<file path="src/rtl/core/assert_macros.svh">
// Assertion helpers for the RTL of the butterfly.
`ifndef ASSERT_MACROS_SVH
`define ASSERT_MACROS_SVH

// Checked on every rising edge, switched off while reset is held.
`define ASSERT_CLK(label, prop, msg) \
    label: assert property (@(posedge i_clk) disable iff (!i_rst_n) prop) \
        else $error(msg);

// Checked on every rising edge, reset included.
`define ASSERT_ALWAYS(label, prop, msg) \
    label: assert property (@(posedge i_clk) prop) else $error(msg);

`endif

</file>
<file path="src/rtl/core/fpr2b_pkg.sv">
package fpr2b_pkg;

    // Field widths.
    localparam int SAMPLE_W   = 22;
    localparam int SEL_W      = 5;
    localparam int TW_FRAC    = 14;
    localparam int TW_W       = TW_FRAC + 2;
    localparam int ACC_W      = SAMPLE_W + TW_W + 2;

    // Stream word widths.
    localparam int IN_TDATA_W  = 4 * SAMPLE_W;
    localparam int IN_TUSER_W  = SEL_W;
    localparam int OUT_TDATA_W = 4 * SAMPLE_W;

    // Twiddle table geometry: a quarter wave of cosine serves all 32 entries.
    localparam int ROM_ENTRIES = 32;
    localparam int QUARTER     = 16;
    localparam int QIDX_W      = 5;

    typedef logic signed [SAMPLE_W-1:0] t_sample;
    typedef logic signed [TW_W-1:0]     t_coef;

    typedef struct packed {
        t_sample          top_re;
        t_sample          top_im;
        t_sample          bottom_re;
        t_sample          bottom_im;
        logic [SEL_W-1:0] twiddle_sel;
    } t_bfly_in;

    typedef struct packed {
        t_sample sum_re;
        t_sample sum_im;
        t_sample diff_re;
        t_sample diff_im;
    } t_bfly_out;

    typedef struct packed {
        t_coef re;
        t_coef im;
    } t_twiddle;

    // round(cos(2*pi*i/64) * 2^14) for i = 0 .. 16.
    localparam t_coef COS_Q [0:QUARTER] = '{
        16'sd16384, 16'sd16305, 16'sd16069, 16'sd15679, 16'sd15137, 16'sd14449,
        16'sd13623, 16'sd12665, 16'sd11585, 16'sd10394, 16'sd9102,  16'sd7723,
        16'sd6270,  16'sd4756,  16'sd3196,  16'sd1606,  16'sd0
    };

    // W = cos - j*sin for angle 2*pi*k/64, both parts from the quarter wave.
    function automatic t_twiddle twiddle_lookup(input logic [SEL_W-1:0] sel);
        logic [QIDX_W-1:0] k;
        logic              first_q;
        logic [QIDX_W-1:0] idx_re;
        logic [QIDX_W-1:0] idx_im;
        t_twiddle          w;
        k       = sel;
        first_q = (k <= QIDX_W'(QUARTER));
        idx_re  = first_q ? k : QIDX_W'((QIDX_W + 1)'(ROM_ENTRIES) - {1'b0, k});
        idx_im  = first_q ? QIDX_W'(QUARTER) - k : k - QIDX_W'(QUARTER);
        w.re    = first_q ? COS_Q[idx_re] : -COS_Q[idx_re];
        w.im    = -COS_Q[idx_im];
        return w;
    endfunction

endpackage

</file>
<file path="src/rtl/core/fixed_point_radix2_butterfly.sv">
// Channel   Direction  Word                                          Sideband
// s         in         tdata: top_re, top_im, bottom_re, bottom_im   tuser: twiddle_sel
// m         out        tdata: sum_re, sum_im, diff_re, diff_im       none
//
// One word is taken per clock while the input register is free or emptying. A taken word
// passes the input register, then the result register, from which its result leaves.
// The twiddle table read, complex multiply and rounding sit between the input and
// result registers.
// Reset is synchronous and active low; it empties both registers and nothing else.
// A stall on the output holds the result; the input register still takes a word while
// it is empty.
`include "assert_macros.svh"

module fixed_point_radix2_butterfly (
    input  logic                               i_clk,
    input  logic                               i_rst_n,
    input  logic                               i_s_tvalid,
    output logic                               o_s_tready,
    // top_re [21:0], top_im [43:22], bottom_re [65:44], bottom_im [87:66]
    input  logic [fpr2b_pkg::IN_TDATA_W-1:0]   i_s_tdata,
    // twiddle_sel [4:0]
    input  logic [fpr2b_pkg::IN_TUSER_W-1:0]   i_s_tuser,
    output logic                               o_m_tvalid,
    input  logic                               i_m_tready,
    // sum_re [21:0], sum_im [43:22], diff_re [65:44], diff_im [87:66]
    output logic [fpr2b_pkg::OUT_TDATA_W-1:0]  o_m_tdata
);
    import fpr2b_pkg::*;

    logic      r_s1_valid;
    t_bfly_in  r_s1_item;
    logic      r_out_valid;
    t_bfly_out r_out;
    t_bfly_in  in_item;
    t_bfly_out n_out;
    logic      out_ready;
    logic      s1_ready;

    // Unpack the incoming word.
    always_comb begin
        in_item.top_re      = i_s_tdata[0*SAMPLE_W +: SAMPLE_W];
        in_item.top_im      = i_s_tdata[1*SAMPLE_W +: SAMPLE_W];
        in_item.bottom_re   = i_s_tdata[2*SAMPLE_W +: SAMPLE_W];
        in_item.bottom_im   = i_s_tdata[3*SAMPLE_W +: SAMPLE_W];
        in_item.twiddle_sel = i_s_tuser[SEL_W-1:0];
    end

    // Each register moves on when the one after it is free or emptying.
    assign out_ready  = !r_out_valid || i_m_tready;
    assign s1_ready   = !r_s1_valid || out_ready;
    assign o_s_tready = s1_ready;

    // Input register.
    always_ff @(posedge i_clk) begin
        if (!i_rst_n) begin
            r_s1_valid <= 1'b0;
        end else if (s1_ready) begin
            r_s1_valid <= i_s_tvalid;
        end
    end

    always_ff @(posedge i_clk) begin
        if (s1_ready && i_s_tvalid) begin
            r_s1_item <= in_item;
        end
    end

    // Butterfly arithmetic.
    fpr2b_calc u_calc (
        .i_item   (r_s1_item),
        .o_result (n_out)
    );

    // Result register.
    always_ff @(posedge i_clk) begin
        if (!i_rst_n) begin
            r_out_valid <= 1'b0;
        end else if (out_ready) begin
            r_out_valid <= r_s1_valid;
        end
    end

    always_ff @(posedge i_clk) begin
        if (out_ready && r_s1_valid) begin
            r_out <= n_out;
        end
    end

    // Pack the outgoing word.
    assign o_m_tvalid = r_out_valid;
    assign o_m_tdata  = {r_out.diff_im, r_out.diff_re, r_out.sum_im, r_out.sum_re};

    // A full input register behind a stalled result must refuse new words.
    `ASSERT_CLK(a_no_take_when_full, (r_s1_valid && r_out_valid && !i_m_tready) |-> !o_s_tready, "input taken while both registers are blocked")
    // A word in the input register reaches the output once the output is free.
    `ASSERT_CLK(a_advance, (r_s1_valid && out_ready) |=> o_m_tvalid, "word lost between input and result registers")
    // Nothing appears at the output without a word before it.
    `ASSERT_CLK(a_no_invent, (!r_s1_valid && i_m_tready) |=> !o_m_tvalid, "result shown without a word behind it")
    // Reset empties the result register.
    `ASSERT_ALWAYS(a_reset_empty, !$past(i_rst_n) |-> !o_m_tvalid, "result valid right after reset")

endmodule

</file>
<file path="src/rtl/core/fpr2b_calc.sv">
module fpr2b_calc (
    input  fpr2b_pkg::t_bfly_in  i_item,
    output fpr2b_pkg::t_bfly_out o_result
);
    import fpr2b_pkg::*;

    localparam logic [TW_FRAC-1:0] HALF   = TW_FRAC'(1) << (TW_FRAC - 1);
    localparam int                 PROD_W = SAMPLE_W + TW_W;

    t_twiddle                 w;
    logic signed [PROD_W-1:0] m_rr;
    logic signed [PROD_W-1:0] m_ii;
    logic signed [PROD_W-1:0] m_ri;
    logic signed [PROD_W-1:0] m_ir;
    logic signed [ACC_W-1:0]  p_re;
    logic signed [ACC_W-1:0]  p_im;
    logic signed [ACC_W-1:0]  s_re;
    logic signed [ACC_W-1:0]  s_im;

    // Round half to even on the fraction bits, then keep the low sample bits.
    function automatic t_sample round_wrap(input logic signed [ACC_W-1:0] v);
        logic [TW_FRAC-1:0]  frac;
        logic [SAMPLE_W-1:0] q;
        logic                up;
        frac = v[TW_FRAC-1:0];
        q    = v[TW_FRAC +: SAMPLE_W];
        up   = (frac > HALF) || ((frac == HALF) && q[0]);
        return t_sample'(q + SAMPLE_W'(up));
    endfunction

    // Twiddle from the constant table.
    assign w = twiddle_lookup(i_item.twiddle_sel);

    // Partial products, each at the full width of a sample times a coefficient.
    assign m_rr = i_item.bottom_re * w.re;
    assign m_ii = i_item.bottom_im * w.im;
    assign m_ri = i_item.bottom_re * w.im;
    assign m_ir = i_item.bottom_im * w.re;

    // Complex product bottom * W, exact at Q.14.
    assign p_re = ACC_W'(m_rr) - ACC_W'(m_ii);
    assign p_im = ACC_W'(m_ri) + ACC_W'(m_ir);

    // Top sample lifted to the same scale.
    assign s_re = ACC_W'(i_item.top_re) <<< TW_FRAC;
    assign s_im = ACC_W'(i_item.top_im) <<< TW_FRAC;

    // Sum and difference, each rounded and wrapped.
    always_comb begin
        o_result.sum_re  = round_wrap(s_re + p_re);
        o_result.sum_im  = round_wrap(s_im + p_im);
        o_result.diff_re = round_wrap(s_re - p_re);
        o_result.diff_im = round_wrap(s_im - p_im);
    end

endmodule

</file>
<file path="config.mk">
export PLATFORM = sky130hd
export DESIGN_NAME = fixed_point_radix2_butterfly
export DESIGN_NICKNAME = d
export VERILOG_FILES = /design/src/rtl/core/fpr2b_pkg.sv /design/src/rtl/core/fixed_point_radix2_butterfly.sv /design/src/rtl/core/fpr2b_calc.sv
export VERILOG_INCLUDE_DIRS = /design/src /design/src/rtl/core
export SDC_FILE = /design/constraint.sdc
export NUM_CORES = 2
export LEC_CHECK = 0
export CORE_UTILIZATION = 38
export DETAILED_ROUTE_END_ITERATION = 10
export DONT_BUFFER_PORTS = 1
export SLEW_MARGIN = 5
export SYNTH_ARGS = -nofsm -noshare
export SYNTH_HDL_FRONTEND = slang
export SYNTH_HIERARCHICAL = 1
export SYNTH_SLANG_ARGS = --single-unit
export TNS_END_PERCENT = 100
</file>
<file path="constraint.sdc">
create_clock -name i_clk -period 16.2 [get_ports i_clk]
set_input_delay 0.81 -clock i_clk [delete_from_list [all_inputs] [get_ports i_clk]]
set_output_delay 0.81 -clock i_clk [all_outputs]
set_load 0.05 [all_outputs]
</file>
### After elaboration in Yosys (flattened, before gate mapping)

Memory sizes are Yosys's and may differ from the RTL's.
Cells that the tools add are included.

* reduce and logical (&&, ||, !) cells: 14
* bitwise operators: 2
* equality and inequality tests: 4
* magnitude comparators: 7
* $add $sub $neg: 15
* shift operators: 0
* $mul: 4
* multiplexer cells: 7
* divide/modulo/power cells: 0

Operators with widths (count)
* multiplier 22 x 16 -> 36 bit: 4
* adder 36 bit: 3
* subtractor 36 bit: 3
* adder 22 x 1 -> 22 bit: 4
* 2-to-1 mux 16 bit: 5
* equality test 14 bit (second input constant): 4
* greater-than comparator 14 bit (second input constant): 4
* negation 16 bit: 2
* >= comparator 6 bit (second input constant): 2
* inverter 5 -> 6 bit: 2
* 2-to-1 mux 5 bit: 2
* logical AND 1 bit: 6
* logical OR 1 bit: 6
* <= comparator 5 bit (second input constant): 1
* subtractor 1 x 5 -> 5 bit (first input constant): 1
* subtractor 5 bit (first input constant): 1
* subtractor 5 bit (second input constant): 1
* logical NOT 1 bit: 2

* latch bits: 0
* input bits: 97
* bits in read-only memories: 1024
* output and inout port bits: 90
* RAM bits: 0
* memories: 2
* register bits: 183
* logic and storage cells: 66

Memories
* (no name shown): words 32, width 16, read ports 1, clocked after memory_dff 0, write ports 0, line fpr2b_pkg.sv:62 `w.im = -COS_Q[idx_im];`
* (no name shown): words 32, width 16, read ports 1, clocked after memory_dff 0, write ports 0, line fpr2b_pkg.sv:61 `w.re = first_q ? COS_Q[idx_re] : -COS_Q[idx_re];`

### Logic depth before layout (Yosys ltp)

* word-level depth: 15
* mapped depth: 60
* mapped depth without buffers: 55

### Hierarchy

Netlist, hierarchy kept.

By module, submodules not included
* fpr2b_calc: instances 1, cells each 6534, area an instance 57134.8 um2, seq. area each 0.0 um2
* fixed_point_radix2_butterfly: instances 1, cells each 190, area an instance 5539.1 um2, seq. area each 5475.3 um2

### Least setup slack after synthesis

No wires, ideal clock.

* path kind: reg2reg
* start: register r_s1_item[0] in the netlist's numbering
* end: register r_out, in the netlist o_m_tdata[65], data pin
* path buffers: 4
* setup slack: 3.295 ns
* cell stages (with the launch flop): 58
* data arrival time: 12.641 ns
* clock period less this slack: 12.905 ns
* data required time: 15.936 ns
* library setup time: 0.264 ns
* path through: edfxtp_1 -> buf_2 -> inv_2 -> ha_1 -> buf_2 -> o21ba_2 -> o211ai_2 -> nand2_1 -> clkbuf_1 -> o2bb2ai_1 -> nand2_1 -> nand2_1 -> a221o_1 -> ha_1 -> and4_1 -> inv_1 -> o21ai_0 -> xnor2_1 -> [... 22 more ...] -> a21o_1 -> a21o_1 -> a21oi_1 -> o21bai_1 -> xor2_1 -> ha_1 -> nor3_1 -> nand2_1 -> a2111oi_0 -> nand4_1 -> nor3_1 -> o21ai_0 -> a211oi_1 -> o2111ai_1 -> nor4_4 -> mux2i_1 -> nand3_2 -> xnor2_1

RTL lines
* start: declaration: line fixed_point_radix2_butterfly.sv:31 `t_bfly_in r_s1_item;`
* start signal: assignment: line fixed_point_radix2_butterfly.sv:64 `r_s1_item <= in_item;`
* end signal: assignment: line fixed_point_radix2_butterfly.sv:85 `r_out <= n_out;`
* end: declaration: line fixed_point_radix2_butterfly.sv:33 `t_bfly_out r_out;`

==> run_summary.xml <==
<?xml version="1.0" encoding="UTF-8"?>
<metrics>
  <group name="yosys">
    <metric name="synth_area" unit="um^2">62670</metric>
    <metric name="synth_edf_count" unit="">181</metric>
    <metric name="asyncSetResetFlopFracSynth" unit="%">0</metric>
    <metric name="dominantRegCellSynth" unit="">sky130_fd_sc_hd__edfxtp_1</metric>
    <metric name="synth_nets" unit="">8694</metric>
    <metric name="synth_seq_area_share" unit="%">8.736</metric>
    <metric name="synth_largest_area_cell" unit="">sky130_fd_sc_hd__fa_1</metric>
    <metric name="syn_avg_cell_area" unit="um^2">9.321</metric>
    <metric name="synth.area.top_cells" unit="">sky130_fd_sc_hd__fa_1, sky130_fd_sc_hd__inv_1, sky130_fd_sc_hd__edfxtp_1, sky130_fd_sc_hd__ha_1, sky130_fd_sc_hd__nand2_1</metric>
    <metric name="ys_ff_latch" unit="">183</metric>
    <metric name="total_number_of_yosys_warnings" unit="">6</metric>
    <metric name="synthDominantCellAreaShare" unit="%">46.22</metric>
    <metric name="synth_cell_types" unit="">111</metric>
    <metric name="syn-instance-count" unit="">6724</metric>
  </group>
  <group name="final_layout">
    <metric name="final_layout_size_suffix_gt1_share" unit="%">4.070</metric>
    <metric name="most-common-layout-cells" unit="">sky130_fd_sc_hd__inv_1, sky130_fd_sc_hd__fa_1, sky130_fd_sc_hd__nand2_1</metric>
    <metric name="fillerInstances" unit="">16290</metric>
    <metric name="fin_nets" unit="">8493</metric>
    <metric name="area_growth_from_synthesis_to_final_layout" unit="%">5.079</metric>
    <metric name="mostFrequentLayoutCell" unit="">sky130_fd_sc_hd__inv_1</metric>
  </group>
  <group name="timing">
    <metric name="final-max-slew-violation-count" unit="">0</metric>
    <metric name="timing.final.setup_violations" unit="">0</metric>
    <metric name="rsz_0062_raised_after_global_routing" unit="">no</metric>
    <metric name="finalCriticalPeriod" unit="ps">15350</metric>
    <metric name="totalNegativeSetupSlack" unit="ps">0</metric>
    <metric name="hold_violations" unit="">0</metric>
    <metric name="slew-limit-headroom" unit="%">20.06</metric>
    <metric name="post-route-period-util" unit="%">94.76</metric>
    <metric name="worst_clock_skew" unit="ps">60.86</metric>
    <metric name="clock.fmax" unit="GHz">0.06514</metric>
    <metric name="tightestPinTransition" unit="ps">1191</metric>
  </group>
  <group name="route">
    <metric name="routed_wire_length_per_instance" unit="um">19.01</metric>
    <metric name="route.final.wire_length" unit="um">165700</metric>
    <metric name="antenna_violating_nets_post_route" unit="">0</metric>
    <metric name="detailedRoute.firstIterationViolations" unit="">2785</metric>
    <metric name="routed-via-count" unit="">43900</metric>
    <metric name="firstDrtPassIters" unit="">5</metric>
    <metric name="via_per_inst" unit="">5.037</metric>
    <metric name="post-route-drc-count" unit="">0</metric>
  </group>
  <group name="worst_setup_path">
    <metric name="cp_common_cell" unit="">sky130_fd_sc_hd__fa_1</metric>
    <metric name="startpoint_class" unit="">flop</metric>
    <metric name="cpPeakStageDelay" unit="ps">890</metric>
    <metric name="crit_fanout" unit="">22</metric>
    <metric name="kind_of_end_point_of_the_critical_path" unit="">flop</metric>
    <metric name="worst-setup-path-type" unit="">reg2reg</metric>
    <metric name="slowest_stage" unit="">sky130_fd_sc_hd__xnor2_2</metric>
    <metric name="worstPathRequired" unit="ps">16540</metric>
    <metric name="critical_path_arrival" unit="ps">15690</metric>
  </group>
  <group name="clocking">
    <metric name="cts.sinks" unit="">183</metric>
    <metric name="clkLatencyLatePin" unit="ps">620</metric>
    <metric name="cell_at_the_root_of_the_clock_tree" unit="">sky130_fd_sc_hd__clkbuf_16</metric>
    <metric name="max-clock-path-buffers" unit="">2</metric>
    <metric name="max_h_tree_level" unit="">4</metric>
    <metric name="tritoncts" unit="">yes</metric>
    <metric name="holdBufCountCts" unit="">0</metric>
    <metric name="path_clk_slew" unit="ps">130</metric>
    <metric name="cts_buffers" unit="">17</metric>
  </group>
  <group name="global_route">
    <metric name="grt_pass1_vias" unit="">47640</metric>
    <metric name="grt_max_degree" unit="">57</metric>
    <metric name="antenna_violations_before_repair" unit="">12</metric>
    <metric name="globalRouteTotalUtil" unit="%">20.94</metric>
    <metric name="gr-total-overflow" unit="">0</metric>
    <metric name="grt_first_pass_wirelength" unit="um">270400</metric>
  </group>
  <group name="floorplanning">
    <metric name="initial_utilization" unit="%">38.37</metric>
    <metric name="die_area" unit="um^2">166600</metric>
    <metric name="design.portCount" unit="">187</metric>
    <metric name="rows" unit="">148</metric>
    <metric name="floorplan.die.height" unit="um">408.1</metric>
    <metric name="die_width" unit="um">408.1</metric>
    <metric name="core-area" unit="um^2">163300</metric>
  </group>
  <group name="outcome">
    <metric name="run_status" unit="">completed</metric>
  </group>
  <group name="hold_path">
    <metric name="hold_crit_class" unit="">in2reg</metric>
  </group>
  <group name="placed_design">
    <metric name="gpl_wtd_cong" unit="">0.8667</metric>
    <metric name="dp_hpwl" unit="um">132400</metric>
    <metric name="port_buffers" unit="">0</metric>
  </group>
  <group name="flow_run">
    <metric name="drv.max_cap_violation_count" unit="">0</metric>
  </group>
</metrics>
registers in the layout, summed over array words and instances (netlist names):
register and flops:
o_m_tvalid 1, r_s1_valid 1, r_s1_item 93, o_m_tdata 88
kinds of logic (layout without fill, tap and decap cells):
logic type	after synthesis	in the layout	synth area share, %
flip-flops	183	183	8.736
multiplexers	13	13	0.2156
AO/OA/AOI/OAI	523	523	5.562
other	0	5	0
adder cells (fa/ha/maj)	1873	1873	54.72
XOR/XNOR	285	285	4.111
buffers and inverters	1881	1693	11.30
AND/OR/NAND/NOR	1966	1966	15.35
through the flow:
| step | util, % | cell area, um^2 | worst slack (ps) | cells | hold slack [ps] |
|---|---|---|---|---|---|
| 2_1_floorplan | - | 62670 | 3295 | 6724 | 532.2 |
| 3_3_place_gp | 39.94 | 65230 | 988.6 | 8678 | 598.7 |
| 3_5_place_dp | 39.94 | 65230 | 644.9 | 8678 | 617.6 |
| 4_1_cts | 40.30 | 65820 | 581.9 | 8710 | 212.9 |
| 5_1_grt | 40.31 | 65840 | 20.59 | 8711 | 238.8 |
| 6_report | 40.32 | 65860 | 848.6 | 8716 | 276.4 |
critical path: cells and delay by family, from the launching register on:
kind	cells	cell delay [ps]
xor gates and xnor gates	3	1160
DFF	1	530
AOI/OAI and AO/OA	13	3360
adders and majority gates	12	4940
muxes	1	410
and+or+nand+nor	13	3840
buffers and inverters	6	840
layer usage:
| layer | track usage (%) | share of wire [%] | up-vias | wire (um) |
|---|---|---|---|---|
| met5 | 0 | 0.065 | - | 107 |
| met4 | 6.300 | 3.0 | 16 | 4982 |
| met3 | 4.273 | 6.6 | 206 | 10990 |
| met2 | 34.24 | 48 | 1208 | 79350 |
| met1 | 27.89 | 42 | 22860 | 70220 |
| li1 | - | - | 19610 | - |
worst paths after layout:
path / from / to / slack [ps] / cells past startpoint
worst min-delay path: i_s_tdata[43] / r_s1_item[70] / 280 / 0
worst max register to register: r_s1_item[1] / o_m_tdata[87] / 850 / 48
worst min register to register: r_s1_valid / o_m_tvalid / 620 / 1
worst max-delay path: r_s1_item[1] / o_m_tdata[87] / 850 / 48
synthesized netlist by cell type (11+ instances only):
cell and number:
sky130_fd_sc_hd__nor3_1 50, sky130_fd_sc_hd__and2_1 498, sky130_fd_sc_hd__nand2_1 928, sky130_fd_sc_hd__xnor2_1 209, sky130_fd_sc_hd__nor2b_1 26, sky130_fd_sc_hd__o21ai_0 99
sky130_fd_sc_hd__o21bai_1 21, sky130_fd_sc_hd__clkbuf_1 300, sky130_fd_sc_hd__o211ai_1 19, sky130_fd_sc_hd__o22ai_1 11, sky130_fd_sc_hd__and3_1 29, sky130_fd_sc_hd__nand3_1 60
sky130_fd_sc_hd__a31oi_1 23, sky130_fd_sc_hd__xor2_1 68, sky130_fd_sc_hd__nand2b_1 27, sky130_fd_sc_hd__or2_2 50, sky130_fd_sc_hd__nand4_1 18, sky130_fd_sc_hd__buf_2 12
sky130_fd_sc_hd__a21o_1 48, sky130_fd_sc_hd__ha_1 426, sky130_fd_sc_hd__fa_1 1447, sky130_fd_sc_hd__nor2_1 176, sky130_fd_sc_hd__or3_1 26, sky130_fd_sc_hd__edfxtp_1 181
sky130_fd_sc_hd__a21oi_1 141, sky130_fd_sc_hd__o21a_1 25, sky130_fd_sc_hd__a211oi_1 20, sky130_fd_sc_hd__inv_1 1556, sky130_fd_sc_hd__nor4_1 17
timing repair:
action                     4_1_cts  5_1_grt
gates resized for setup          0        3
buffers inserted                 0        1
setup endpoints to repair        0        5
final cells by class:
class / instances / area, um^2 / share of cell area [%]
diodes: 5 / 12.51 / 0.01900
clock buffers: 18 / 429.2 / 0.6517
clock inverters: 14 / 160.2 / 0.2432
inverters: 1559 / 5852 / 8.886
multi-input cells: 4660 / 50440 / 76.59
flip-flops and latches: 183 / 5475 / 8.314
well taps: 2175 / 2721 / 4.132
repair buffers: 102 / 769.5 / 1.168
Power is not shown: default switching activity piles up to over one toggle a cycle in this logic, so the estimate is an artifact.
